**src/rtl/core/region_bitmap_id_allocator_macros.svh**
```systemverilog
// Assertion macros for the region bitmap ID allocator.
`ifndef REGION_BITMAP_ID_ALLOCATOR_MACROS_SVH
`define REGION_BITMAP_ID_ALLOCATOR_MACROS_SVH

// Same-cycle implication.
`define RBA_ASSERT_IMP(lbl, clk, rst, ante, cons, msg) \
   lbl: assert property (@(posedge clk) disable iff (rst) (ante) |-> (cons)) else $error(msg);

// Next-cycle implication.
`define RBA_ASSERT_NXT(lbl, clk, rst, ante, cons, msg) \
   lbl: assert property (@(posedge clk) disable iff (rst) (ante) |=> (cons)) else $error(msg);

`endif

```
**src/rtl/core/rba_pkg.sv**
```systemverilog
package rba_pkg;

   localparam int FIRST_CAPACITY = 64;
   localparam int REGION_LIMIT   = 4;
   localparam int VALUE_WIDTH    = 32;
   localparam int ID_W           = 14;
   localparam int CMD_W          = 2;
   localparam int STATUS_W       = 2;
   localparam int CSR_IDX_W      = 2;
   localparam int CSR_DATA_W     = 4;
   localparam int ZS_W           = 3;
   localparam int NODE_W         = 4;
   localparam int WORD_BITS      = 64;
   localparam int POS_W          = $clog2(WORD_BITS);
   localparam int ID_STORE       = FIRST_CAPACITY * ((1 << REGION_LIMIT) - 1);
   localparam int BM_WORDS       = (ID_STORE + WORD_BITS - 1) / WORD_BITS;
   localparam int G_W            = $clog2(ID_STORE);
   localparam int WORD_W         = $clog2(BM_WORDS);
   localparam int CNT_W          = $clog2(FIRST_CAPACITY << (REGION_LIMIT - 1)) + 1;
   localparam int RL_W           = $clog2(REGION_LIMIT);
   localparam int RC_W           = $clog2(REGION_LIMIT + 1);

   localparam logic [CMD_W-1:0] CMD_ALLOC    = 2'd0;
   localparam logic [CMD_W-1:0] CMD_RELEASE  = 2'd1;
   localparam logic [CMD_W-1:0] CMD_LOOKUP   = 2'd2;
   localparam logic [CMD_W-1:0] CMD_RESERVED = 2'd3;

   localparam logic [STATUS_W-1:0] ST_OK        = 2'd0;
   localparam logic [STATUS_W-1:0] ST_NOT_FOUND = 2'd1;
   localparam logic [STATUS_W-1:0] ST_FULL      = 2'd2;

   localparam logic [CSR_IDX_W-1:0] CSR_VALUE_MODE  = 2'd0;
   localparam logic [CSR_IDX_W-1:0] CSR_INDEX_SHIFT = 2'd1;
   localparam logic [CSR_IDX_W-1:0] CSR_NODE_ID     = 2'd2;

   typedef struct packed {
      logic latch_req;
      logic region_clr;
      logic region_inc;
      logic word_load_nf;
      logic word_load_ff;
      logic word_inc;
      logic set_cursor_cap;
      logic clear_avail;
      logic take_nf;
      logic take_ff;
      logic create;
      logic rd_issue;
      logic rd_finish;
      logic fail_nf;
      logic fail_full;
   } ctrl_cmd_type;

   typedef struct packed {
      logic region_valid;
      logic region_avail;
      logic region_exhausted;
      logic region_full;
      logic cursor_lt_cap;
      logic hit;
      logic last_word;
      logic can_create;
      logic lookup_ok;
   } dp_status_type;

   function automatic logic [G_W-1:0] base_of(input logic [RC_W-1:0] k);
      int t;
      t = FIRST_CAPACITY * ((1 << k) - 1);
      return G_W'(t);
   endfunction

   function automatic logic [CNT_W-1:0] cap_of(input logic [RL_W-1:0] k);
      int t;
      t = FIRST_CAPACITY << k;
      return CNT_W'(t);
   endfunction

   function automatic logic [WORD_W-1:0] last_word_of(input logic [RL_W-1:0] k);
      int t;
      t = (FIRST_CAPACITY * ((2 << k) - 1)) / WORD_BITS - 1;
      return WORD_W'(t);
   endfunction

   function automatic logic [ID_W-1:0] encode(input logic [G_W-1:0] g,
                                             input logic [ZS_W-1:0] zs,
                                             input logic [NODE_W-1:0] node);
      logic [G_W+7:0] s;
      logic [7:0]     zm;
      s  = {8'd0, g} << zs;
      zm = 8'((9'd1 << zs) - 9'd1);
      return ID_W'(s | {{(G_W){1'b0}}, zm & {4'd0, node}});
   endfunction

endpackage

```
**src/rtl/core/rba_ctrl.sv**
```systemverilog
module rba_ctrl (
   input  logic                         clock,
   input  logic                         reset,
   input  logic                         req_start,
   input  logic [rba_pkg::CMD_W-1:0]    req_cmd,
   input  rba_pkg::dp_status_type       status,
   output rba_pkg::ctrl_cmd_type        cmd,
   output logic                         busy,
   output logic                         rsp_valid
);
   import rba_pkg::*;

   typedef enum logic [5:0] {
      S_IDLE    = 6'b000001,
      S_REGION  = 6'b000010,
      S_SCAN_NF = 6'b000100,
      S_SCAN_FF = 6'b001000,
      S_DECODE  = 6'b010000,
      S_READ    = 6'b100000
   } state_type;

   state_type state_ff, state_in;
   logic      rsp_valid_ff, rsp_valid_in;

   always_comb begin
      cmd      = '0;
      state_in = state_ff;
      case (state_ff)
         S_IDLE: begin
            if (req_start) begin
               cmd.latch_req  = 1'b1;
               cmd.region_clr = 1'b1;
               state_in = (req_cmd == CMD_ALLOC) ? S_REGION : S_DECODE;
            end
         end
         S_REGION: begin
            if (!status.region_valid) begin
               if (status.can_create) cmd.create = 1'b1;
               else cmd.fail_full = 1'b1;
               state_in = S_IDLE;
            end else if (!status.region_avail) begin
               cmd.region_inc = 1'b1;
            end else if (status.region_exhausted) begin
               cmd.clear_avail = 1'b1;
               cmd.region_inc  = 1'b1;
            end else if (status.cursor_lt_cap) begin
               cmd.word_load_nf = 1'b1;
               state_in = S_SCAN_NF;
            end else begin
               cmd.word_load_ff = 1'b1;
               state_in = S_SCAN_FF;
            end
         end
         S_SCAN_NF: begin
            if (status.hit) begin
               cmd.take_nf = 1'b1;
               state_in = S_IDLE;
            end else if (status.last_word) begin
               cmd.set_cursor_cap = 1'b1;
               cmd.word_load_ff   = 1'b1;
               state_in = S_SCAN_FF;
            end else begin
               cmd.word_inc = 1'b1;
            end
         end
         S_SCAN_FF: begin
            if (status.hit) begin
               cmd.take_ff = 1'b1;
               state_in = S_IDLE;
            end else if (status.last_word) begin
               cmd.clear_avail = status.region_full;
               cmd.region_inc  = 1'b1;
               state_in = S_REGION;
            end else begin
               cmd.word_inc = 1'b1;
            end
         end
         S_DECODE: begin
            if (status.lookup_ok) begin
               cmd.rd_issue = 1'b1;
               state_in = S_READ;
            end else begin
               cmd.fail_nf = 1'b1;
               state_in = S_IDLE;
            end
         end
         S_READ: begin
            cmd.rd_finish = 1'b1;
            state_in = S_IDLE;
         end
         default: begin
            state_in = S_IDLE;
         end
      endcase
      rsp_valid_in = cmd.take_nf | cmd.take_ff | cmd.create | cmd.rd_finish |
                     cmd.fail_nf | cmd.fail_full;
   end

   always_ff @(posedge clock) begin
      if (reset) begin
         state_ff     <= S_IDLE;
         rsp_valid_ff <= 1'b0;
      end else begin
         state_ff     <= state_in;
         rsp_valid_ff <= rsp_valid_in;
      end
   end

   assign busy      = (state_ff != S_IDLE);
   assign rsp_valid = rsp_valid_ff;

endmodule

```
**config.mk**
```make
export PLATFORM = sky130hd
export DESIGN_NAME = rba_ctrl
export DESIGN_NICKNAME = d
export VERILOG_FILES = /design/src/rtl/core/region_bitmap_id_allocator_macros.svh /design/src/rtl/core/rba_pkg.sv /design/src/rtl/core/rba_ctrl.sv
export SDC_FILE = /design/constraint.sdc
export NUM_CORES = 1
export LEC_CHECK = 0
export ABC_AREA = 1
export BUFFER_PORTS_ARGS = -buffer_cell sky130_fd_sc_hd__buf_2
export CAP_MARGIN = 15
export CORE_UTILIZATION = 39
export CTS_CLUSTER_DIAMETER = 50
export DETAILED_ROUTE_END_ITERATION = 12
export HOLD_SLACK_MARGIN = 0.15
export PLACE_DENSITY = 0.74
export SLEW_MARGIN = 20
export SYNTH_ARGS = -nofsm -noshare
export SYNTH_HDL_FRONTEND = slang
export SYNTH_SLANG_ARGS = --single-unit
```
**constraint.sdc**
```tcl
create_clock -name clock -period 1.1 [get_ports clock]
set_input_delay 0.165 -clock clock [delete_from_list [all_inputs] [get_ports clock]]
set_output_delay 0.165 -clock clock [all_outputs]
set_load 0.05 [all_outputs]
```
==> impl_metrics.tcl, run 1 <==
set metrics [dict create \
    synthesis.nets 115 \
    syn_area_per_cell_um2 5.79 \
    synthTopCellsByArea "dfxtp_1, inv_1, nand2_1, nor2_1, nand3_1" \
    ys_types 21 \
    synth_area_um2 584 \
    cts_hold_buf 1 \
    portBuffers 30 \
    status "stopped before the end" \
    cts_setup_buffers 4 \
    yosysWarnings 0 \
    synth_top_area_cell "dfxtp_1" \
    die_h_um 40.7 \
    dp_hpwl_um 1480 \
    rows 13 \
    netlist_instances 101 \
    gp_congestion 0.799 \
    cts_resized 60 \
    clockRootBuffer "clkbuf_4" \
    cts_buffers 3 \
    die-width_um 40.7 \
    ios 31 \
    synth.top_cell.area_share_pct 24.0 \
    yosys_register_bits 7 \
    cts.sinks 7 \
    stop_stage "clock tree synthesis" \
    start_util_pct 43.3 \
    dp.cells 170 \
    ys_seq_area_share_pct 24.0 \
    clock_path_buffers 2 \
    htree_levels 1 \
    toolErrorMsg "[ERROR DPL-0033] detailed placement checks failed during check placement." \
]
[Yosys cell counts (all sizes together)]
cell	n
nand2	19
a21oi	3
nand3b	1
buf	1
dfxtp	7
nand3	12
nand4	4
nor4	1
and2	1
inv	25
or2	1
nor3	3
o21ai	3
nor2	20
[logic make-up after synthesis]
| kind of cell | after synthesis | synth area share (%) |
|---|---|---|
| AO/OA/AOI/OAI | 6 | 6.42 |
| buffers and inverters | 26 | 17.3 |
| flip-flops | 7 | 24.0 |
| AND/OR/NAND/NOR | 62 | 52.2 |
[metrics by stage]
stage / worst slack, ps / hold slack (ps) / instance area (µm²) / TNS [ps]
after global placement: -312 / 401 / 1070 / -4260
after floorplan: -366 / 218 / 728 / -3030
after detailed placement: -345 / 401 / 1070 / -4960
==> inputs of run 2 (changes only) <==
Settings changed: CORE_AREA set to 2 2 63 65, CORE_UTILIZATION 39 to not set, CTS_CLUSTER_DIAMETER 50 to not set, DIE_AREA set to 0 0 65 67, HOLD_SLACK_MARGIN 0.15 to not set, PLACE_DENSITY 0.74 to not set, PLACE_DENSITY_LB_ADDON set to 0.15.
Clock period 1.1 ns to 1.4 ns, I/O delays scaled along.
==> run 2 against run 1 <==
Compared with the run above: the flow now finishes, with violations (setup timing); synthesized cell count unchanged; synthesized area did not move.
==> impl_metrics.tcl, run 2 <==
set metrics [dict create \
    die_h_um 67 \
    power.density_mw_per_mm2 778 \
    rows 22 \
    netlist_instances 101 \
    fin_crit_ps 1580 \
    ys_types 21 \
    grt_antenna_before_repair 0 \
    fin_ws_ps -181 \
    grtUsageTotal_pct 10.6 \
    rsz0062_at_grt "true" \
    startpoint_type "register" \
    synth_area_um2 584 \
    drive_gt1_share_pct 70.8 \
    fillers 387 \
    cts_buffers 3 \
    finalSetupViolCount 17 \
    end_kind "output port" \
    largest_reg_flops 6 \
    path_class "reg -> out" \
    synthTopCellsByArea "dfxtp_1, inv_1, nand2_1, nor2_1, nand3_1" \
    final_cell_mix "buf_4, inv_1, buf_6" \
    cp_max_fo 5 \
    tns_ps -2060 \
    async_reset_ff_share_pct 0 \
    cp.arrival_ps 1370 \
    clkTransAtPathRegs_ps 40 \
    grt_pass1_wl_um 3500 \
    cts.sinks 7 \
    dp.cells 196 \
    power_leakage_nw 0.718 \
    dp_hpwl_um 1730 \
    clk_latency_ps 220 \
    hold_viol 0 \
    wl_um 2100 \
    maxCapViolCount 0 \
    gp_congestion 0.779 \
    overflow 0 \
    final_common_cell "buf_4" \
    grt_max_degree 7 \
    drt-initial-drc-count 8 \
    synthTopCellsByCount "inv_1, nand2_1, nor2_1" \
    top_register "state_ff" \
    cts_hold_buf 0 \
    finalNonFillerCells 209 \
    clock_path_buffers 2 \
    post_drt_via_cell_ratio 3.97 \
    antenna_left 0 \
    ys_seq_area_share_pct 24.0 \
    ir_drop_mv 0.241 \
    clock_skew_ps 1.10 \
    grt_pass1_vias 837 \
    antennaDiodeCount 0 \
    syn_area_per_cell_um2 5.79 \
    fin_hold_ws_ps 240 \
    drt_first_pass_iters 4 \
    synthFlopType "dfxtp_1" \
    start_util_pct 16.2 \
    synthesis.nets 115 \
    post_drt_wl_per_cell_um 10.0 \
    ios 31 \
    cts_tree "done" \
    slew_violations 0 \
    hold_class "in -> reg" \
    period_share_pct 113 \
    final_nets 176 \
    synth_top_area_cell "dfxtp_1" \
    cp.required_ps 1190 \
    portBuffers 30 \
    timing.fmax_ghz 0.633 \
    synth_edf_count 0 \
    design.core.area_mm2 0.00361 \
    worstMarginPinSlew_ps 292 \
    relSlewSlack_pct 80.5 \
    status "complete, but fails checks" \
    syn_to_final_growth_pct 141 \
    htree_levels 1 \
    yosys_register_bits 7 \
    die_area_mm2 0.00436 \
    clockRootBuffer "clkbuf_8" \
    vias 829 \
    failed_checks "setup timing" \
    yosysWarnings 0 \
    die-width_um 65 \
    drc 0 \
    synth.top_cell.area_share_pct 24.0 \
    yosysMostFrequentCell "inv_1" \
]
-- run 2: cell counts after synthesis --
No cell type changed its count.
-- run 2: logic make-up (layout without fill, tap and decap cells) --
| logic type | Yosys count | count (layout) | share of synthesized area [%] |
|---|---|---|---|
| buffers and inverters | 26 | 86 | 17.3 |
| flip-flops | 7 | 7 | 24.0 |
| AO/OA/AOI/OAI | 6 | 6 | 6.42 |
| AND/OR/NAND/NOR | 62 | 62 | 52.2 |
-- run 2: layout make-up --
| class | count | area, µm² | share of cell area [%] |
|---|---|---|---|
| Multi-Input combinational cell | 68 | 547 | 38.9 |
| Timing Repair Buffer | 57 | 505 | 35.9 |
| Sequential cell | 7 | 153 | 10.9 |
| Inverter | 25 | 96.3 | 6.85 |
| Tap cell | 48 | 60.1 | 4.27 |
| Clock buffer | 4 | 45.0 | 3.20 |
-- run 2: per-stage QoR --
step                      power [mW]  cell area [µm²]  worst slack (ps)  utilization [%]
final                           1.09             1410              -181             39.0
after global routing            1.16             1410              -276             39.0
after floorplan                0.513              661              -111                -
after CTS                       1.02             1270              -201             35.1
after global placement         0.606              995             -69.2             27.6
after detailed placement       0.606              995             -88.8             27.6
-- run 2: path summary, 6_finish.rpt --
check                    from           to  slack [ps]  cells after the start
setup / recovery  state_ff[4]      cmd[11]        -180                      5
setup reg to reg  state_ff[4]  state_ff[3]         -40                     10
hold reg to reg   state_ff[2]  state_ff[2]         640                      3
hold / removal          reset  state_ff[2]         240                      2
-- run 2: critical path, cell delays in order, from the launching register on --
cell and delay, ps:
dfxtp_2 330, nor2_4 180, nand3_4 130, buf_4 170, nor4_4 140, buf_6 190
-- run 2: layer usage --
metal / track usage (%) / routed length [µm]
met1: 11.8 / 825
met2: 19.2 / 1120
met3: 1.86 / 107
met4: 5.59 / 47
met5: 0 / 0
-- run 2: where the power goes --
part	leakage, nW	internal, mW	switching (mW)
combinational	0.636	0.256	0.320
sequential	0.0596	0.217	0.0225
clock	0.0228	0.197	0.0827
total	0.718	0.669	0.425
-- run 2: repair_timing --
item,CTS,global route
pin swaps,6,7
setup buffers,7,5
resized for setup,58,30
setup endpoints to repair,17,22
(Power assumes the default switching activity.)
==> inputs of run 3 (changes only) <==
--- a/config.mk
+++ b/config.mk
@@ -10,4 +10,5 @@
 export CAP_MARGIN = 15
 export CORE_AREA = 2 2 63 65
+export CTS_BUF_LIST = sky130_fd_sc_hd__clkbuf_16
 export DETAILED_ROUTE_END_ITERATION = 12
 export DIE_AREA = 0 0 65 67
==> constraint.sdc (replaced) <==
create_clock -name clock -period 1.4 [get_ports clock]
set_input_delay 0.21 -clock clock [delete_from_list [all_inputs] [get_ports clock]]
set_output_delay 0.21 -clock clock [all_outputs]
set_load 0.005 [all_outputs]
==> run 3 against run 2 <==
Compared with the run above: the run still ends with setup timing left; via count is 4.8% lower; sequential share of layout area grew 2.5 points; sequential power is essentially flat; critical endpoint is now cmd[9]; highest routed layer unchanged.
==> impl_metrics.tcl, run 3 (synthesized netlist as in run 2, its figures left out) <==
set metrics [dict create \
    status "complete, but fails checks" \
    failed_checks "setup timing" \
    period_share_pct 111 \
    power_leakage_nw 0.636 \
    cts_tree "done" \
    fillers 412 \
    clockRootBuffer "clkbuf_16" \
    path_class "reg -> out" \
    grtUsageTotal_pct 9.04 \
    slowest_stage "dfxtp_2" \
    drt_first_pass_iters 4 \
    dp.cells 180 \
    worstMarginPinSlew_ps 255 \
    dp_hpwl_um 1500 \
    grt_max_degree 7 \
    fin_crit_ps 1550 \
    clk_latency_ps 230 \
    antenna_left 0 \
    finalSetupViolCount 15 \
    rsz0062_at_grt "true" \
    grt_pass1_vias 707 \
    drc 0 \
    cp_max_fo 5 \
    finalNonFillerCells 197 \
    power.density_mw_per_mm2 935 \
    largest_reg_flops 6 \
    cp.arrival_ps 1340 \
    ios 31 \
    slew_violations 0 \
    crit_path_frequent_cell "nand2_2" \
    final_nets 164 \
    start_util_pct 16.2 \
    portBuffers 30 \
    totalPowerFinal_mw 1.05 \
    die_h_um 67 \
    vias 789 \
    ir_drop_mv 0.385 \
    end_kind "output port" \
    cts_buffers 3 \
    cts_hold_buf 0 \
    syn_to_final_growth_pct 92.3 \
    hold_class "in -> reg" \
    top_register "state_ff" \
    clock_path_buffers 2 \
    final_common_cell "buf_2" \
    rows 22 \
    path_cells "nor2_4 > buf_4 > nand2_2 > a21oi_2 > nand2_2 > inv_1 > buf_2" \
    clock_skew_ps 1.79 \
    critical-path-max-stage-delay_ps 320 \
    startpoint_type "register" \
    post_drt_via_cell_ratio 4.01 \
    grt_pass1_wl_um 2940 \
    antennaDiodeCount 0 \
    overflow 0 \
    post_drt_wl_per_cell_um 10.0 \
    relSlewSlack_pct 83.0 \
    fin_ws_ps -155 \
    die-width_um 65 \
    final_util_pct 31.2 \
    cts.sinks 7 \
    hold_viol 0 \
    maxCapViolCount 0 \
    final_cell_mix "buf_2, inv_1, nand2_1" \
    gp_congestion 0.700 \
    htree_levels 1 \
    design.core.area_mm2 0.00361 \
    cp.required_ps 1190 \
    drt-initial-drc-count 14 \
    grt_antenna_before_repair 0 \
    drive_gt1_share_pct 60.4 \
    die_area_mm2 0.00436 \
    clkTransAtPathRegs_ps 40 \
    timing.fmax_ghz 0.643 \
    dpl_worst_slack_ps 37.2 \
    wl_um 1980 \
]
==> run 3: cell types whose count changed in the layout (fill, tap and decap cells not counted), sizes merged <==
cell,before,now
buf,57,45
clkbuf,4,3
clkinv,0,1
==> run 3: area by class of cell <==
class                           instances  area, µm²  share of cell area (%)
Tap cell                               48       60.1                    5.35
Inverter                               25       96.3                    8.57
Clock buffer                            3       75.1                    6.68
Multi-Input combinational cell         68        459                    40.9
Timing Repair Buffer                   45        278                    24.7
Clock inverter                          1       5.00                   0.445
Sequential cell                         7        150                    13.4
==> run 3: metrics by stage <==
stage          hold slack [ps]  setup TNS [ps]  cell area [µm²]
2_1_floorplan              272               0              584
3_3_place_gp               466               0              802
3_5_place_dp               466               0              802
4_1_cts                    213            -958              970
5_1_grt                    236           -2670             1120
6_report                   224           -1200             1120
==> run 3: power by group <==
| group | total, mW | leakage (nW) | switching, mW | internal (mW) |
|---|---|---|---|---|
| clock | 0.494 | 0.0409 | 0.118 | 0.376 |
| sequential | 0.242 | 0.0593 | 0.0242 | 0.218 |
| combinational | 0.315 | 0.535 | 0.175 | 0.140 |
==> run 3: worst paths after layout <==
kind | startpoint | end | slack, ps | depth (start not counted)
hold reg to reg | state_ff[2] | state_ff[2] | 520 | 2
setup reg to reg | state_ff[5] | state_ff[2] | -60 | 10
setup / recovery | state_ff[5] | cmd[9] | -150 | 7
hold / removal | reset | state_ff[2] | 220 | 2
==> run 3: per-layer routing <==
| layer | share of wire, % | track usage (%) | wire length, µm | up-vias |
|---|---|---|---|---|
| met2 | 52 | 16.5 | 1030 | 17 |
| met1 | 42 | 9.55 | 825 | 361 |
| met3 | 5.8 | 3.21 | 115 | 2 |
| met4 | 0.30 | 3.19 | 6 | 0 |
| met5 | 0 | 0 | 0 | - |
| li1 | - | - | - | 409 |
==> run 3: what timing repair did <==
item                                    4_1_cts  5_1_grt
pin swaps                                     0        9
resized for setup                            19       25
buffers inserted                              4       10
endpoints found under the hold margin         0        0
endpoints found under the setup margin       15       15
==> run 3: worst max-delay path, delay by kind of cell, from the launching register on <==
family                 cells  cell delay [ps]
AOI/OAI and AO/OA          1              150
DFF                        1              320
and+or+nand+nor            3              320
buffers and inverters      3              310
==> inputs of run 4 (changes only) <==
Settings changed: REMOVE_ABC_BUFFERS set to 1.
==> run 4 against run 3 <==
Compared with the run above: the run still ends with setup timing left; sequential share of layout area fell by 0.71 points; routed wire length rose by 5.3%; flip-flop and latch count did not move; clock skew fell by 1.0 ps; utilization rose by 2.3 points; worst hold slack improved by 8.6 ps; maximum frequency fell by 1.2%; largest cell class unchanged; largest power group unchanged.
==> impl_metrics.tcl, run 4 (synthesized netlist as in run 2, its figures left out) <==
set metrics [dict create \
    cts_buffers 3 \
    htree_levels 1 \
    cts_tree "done" \
    clock_skew_ps 0.777 \
    cp_max_fo 5 \
    antenna_left 0 \
    wl_met3_um 120 \
    finalSetupViolCount 17 \
    wl_um 2080 \
    grt_pass1_wl_um 3500 \
    crit_path_frequent_cell "nor2_4" \
    fin_hold_ws_ps 233 \
    p_comb_share_pct 33.5 \
    final_common_cell "buf_2" \
    syn_to_final_growth_pct 106 \
    grt_antenna_before_repair 0 \
    portBuffers 30 \
    p_seq_share_pct 22.2 \
    drt-initial-drc-count 22 \
    fin_crit_ps 1570 \
    power_frac_clock_pct 44.3 \
    post_drt_wl_per_cell_um 10.2 \
    period_share_pct 112 \
    clockRootBuffer "clkbuf_16" \
    grt_max_degree 7 \
    final_cell_mix "buf_2, inv_1, buf_4" \
    clkTransAtPathRegs_ps 40 \
    totalPowerFinal_mw 1.09 \
    rsz0062_at_grt "true" \
    placed_cell_area_um2 802 \
    die-width_um 65 \
    cp.arrival_ps 1360 \
    relSlewSlack_pct 85.4 \
    drt_first_pass_iters 4 \
    gp_congestion 0.811 \
    dr_wl_met2_um 1050 \
    cts_hold_buf 0 \
    clock_path_buffers 2 \
    ios 31 \
    vias 839 \
    rows 22 \
    dpl_worst_slack_ps 38.9 \
    fin_ws_ps -174 \
    p_sw_mw 0.327 \
    power_leakage_nw 0.684 \
    highest_layer "met4" \
    clk_latency_ps 230 \
    cp.required_ps 1190 \
    timing.fmax_ghz 0.635 \
    hold_viol 0 \
    postLayoutCellArea_mm2 0.00121 \
    power.density_mw_per_mm2 901 \
    post_drt_via_cell_ratio 4.11 \
    dp.cells 180 \
    largest_reg_flops 6 \
    grtUsageTotal_pct 10.7 \
    cts.sinks 7 \
    final_nets 171 \
    hold_class "in -> reg" \
    slowest_stage "dfxtp_2" \
    path_class "reg -> out" \
    startpoint_type "register" \
    slew_violations 0 \
    design.core.area_mm2 0.00361 \
    finalNonFillerCells 204 \
    multi_input_area_um2 474 \
    fillers 399 \
    overflow 0 \
    die_area_mm2 0.00436 \
    ir_drop_mv 0.484 \
    top_register "state_ff" \
    switching_share_pct 30.1 \
    worstMarginPinSlew_ps 218 \
    path_cells "nor2_4 > nand3_4 > nor2_4 > nand4_1 > nand2_1 > buf_2" \
    seq_area_um2 153 \
    start_util_pct 16.2 \
    grt_pass1_vias 827 \
    status "complete, but fails checks" \
    critical-path-max-stage-delay_ps 330 \
    drive_gt1_share_pct 60.3 \
    end_kind "output port" \
    met1_length_um 856 \
    dp_hpwl_um 1500 \
    antennaDiodeCount 0 \
    failed_checks "setup timing" \
    maxCapViolCount 0 \
    die_h_um 67 \
    drc 0 \
    internal_power_mw 0.760 \
]
==> run 4: cell types whose count changed in the layout (fill, tap and decap cells not counted), moves of 2 or more <==
| cell | change |
|---|---|
| nor2_2 | -2 |
| nand3_4 | +3 |
| buf_6 | +3 |
| nor2_1 | +3 |
| buf_4 | +5 |
| nand3_1 | -3 |
==> run 4: stage by stage <==
step,util [%],setup TNS (ps)
3_5_place_dp,22.2,0
2_1_floorplan,-,0
4_1_cts,29.9,-939
5_1_grt,33.4,-2960
3_3_place_gp,22.2,0
6_report,33.4,-1630
==> run 4: worst paths after layout <==
kind / start / to / slack, ps / cells past startpoint
worst min-delay path: reset / state_ff[2] / 230 / 2
worst max-delay path: state_ff[5] / cmd[10] / -170 / 6
worst min register to register: state_ff[2] / state_ff[2] / 520 / 2
worst max register to register: state_ff[5] / state_ff[2] / -90 / 7
==> run 4: repair_timing <==
action	4_1_cts	5_1_grt
pin swaps	9	10
resized for setup	27	22
endpoints found under the setup margin	15	20
setup buffers	14	6
==> run 4: power groups by stage <==
| stage | registers (mW) | clock network (mW) | logic (mW) |
|---|---|---|---|
| final | 0.241 | 0.482 | 0.364 |
| after global routing | 0.244 | 0.506 | 0.403 |
| after CTS | 0.239 | 0.495 | 0.293 |
| after detailed placement | 0.236 | 0 | 0.213 |
| after global placement | 0.235 | 0 | 0.217 |
| after floorplan | 0.233 | 0 | 0.136 |
==> run 4: metal layers <==
layer | global-route usage, % | vias up
li1 | - | 422
met4 | 4.26 | 0
met1 | 12.0 | 388
met5 | 0 | -
met2 | 18.0 | 21
met3 | 4.22 | 8
==> run 4: area by class of cell <==
type                       instances  share of cell area (%)
clock buffer                       3                    6.22
clock inverter                     1                   0.311
inverter                          25                    7.99
multi-input combinational         68                    39.3
sequential                         7                    12.7
tap                               48                    4.98
timing repair buffer              52                    28.5
==> run 4: worst max-delay path: cells and delay by family (launching register included) <==
family / cells / cell delay (ps)
buffers and inverters: 1 / 110
AND/OR/NAND/NOR: 5 / 710
flip-flops: 1 / 330
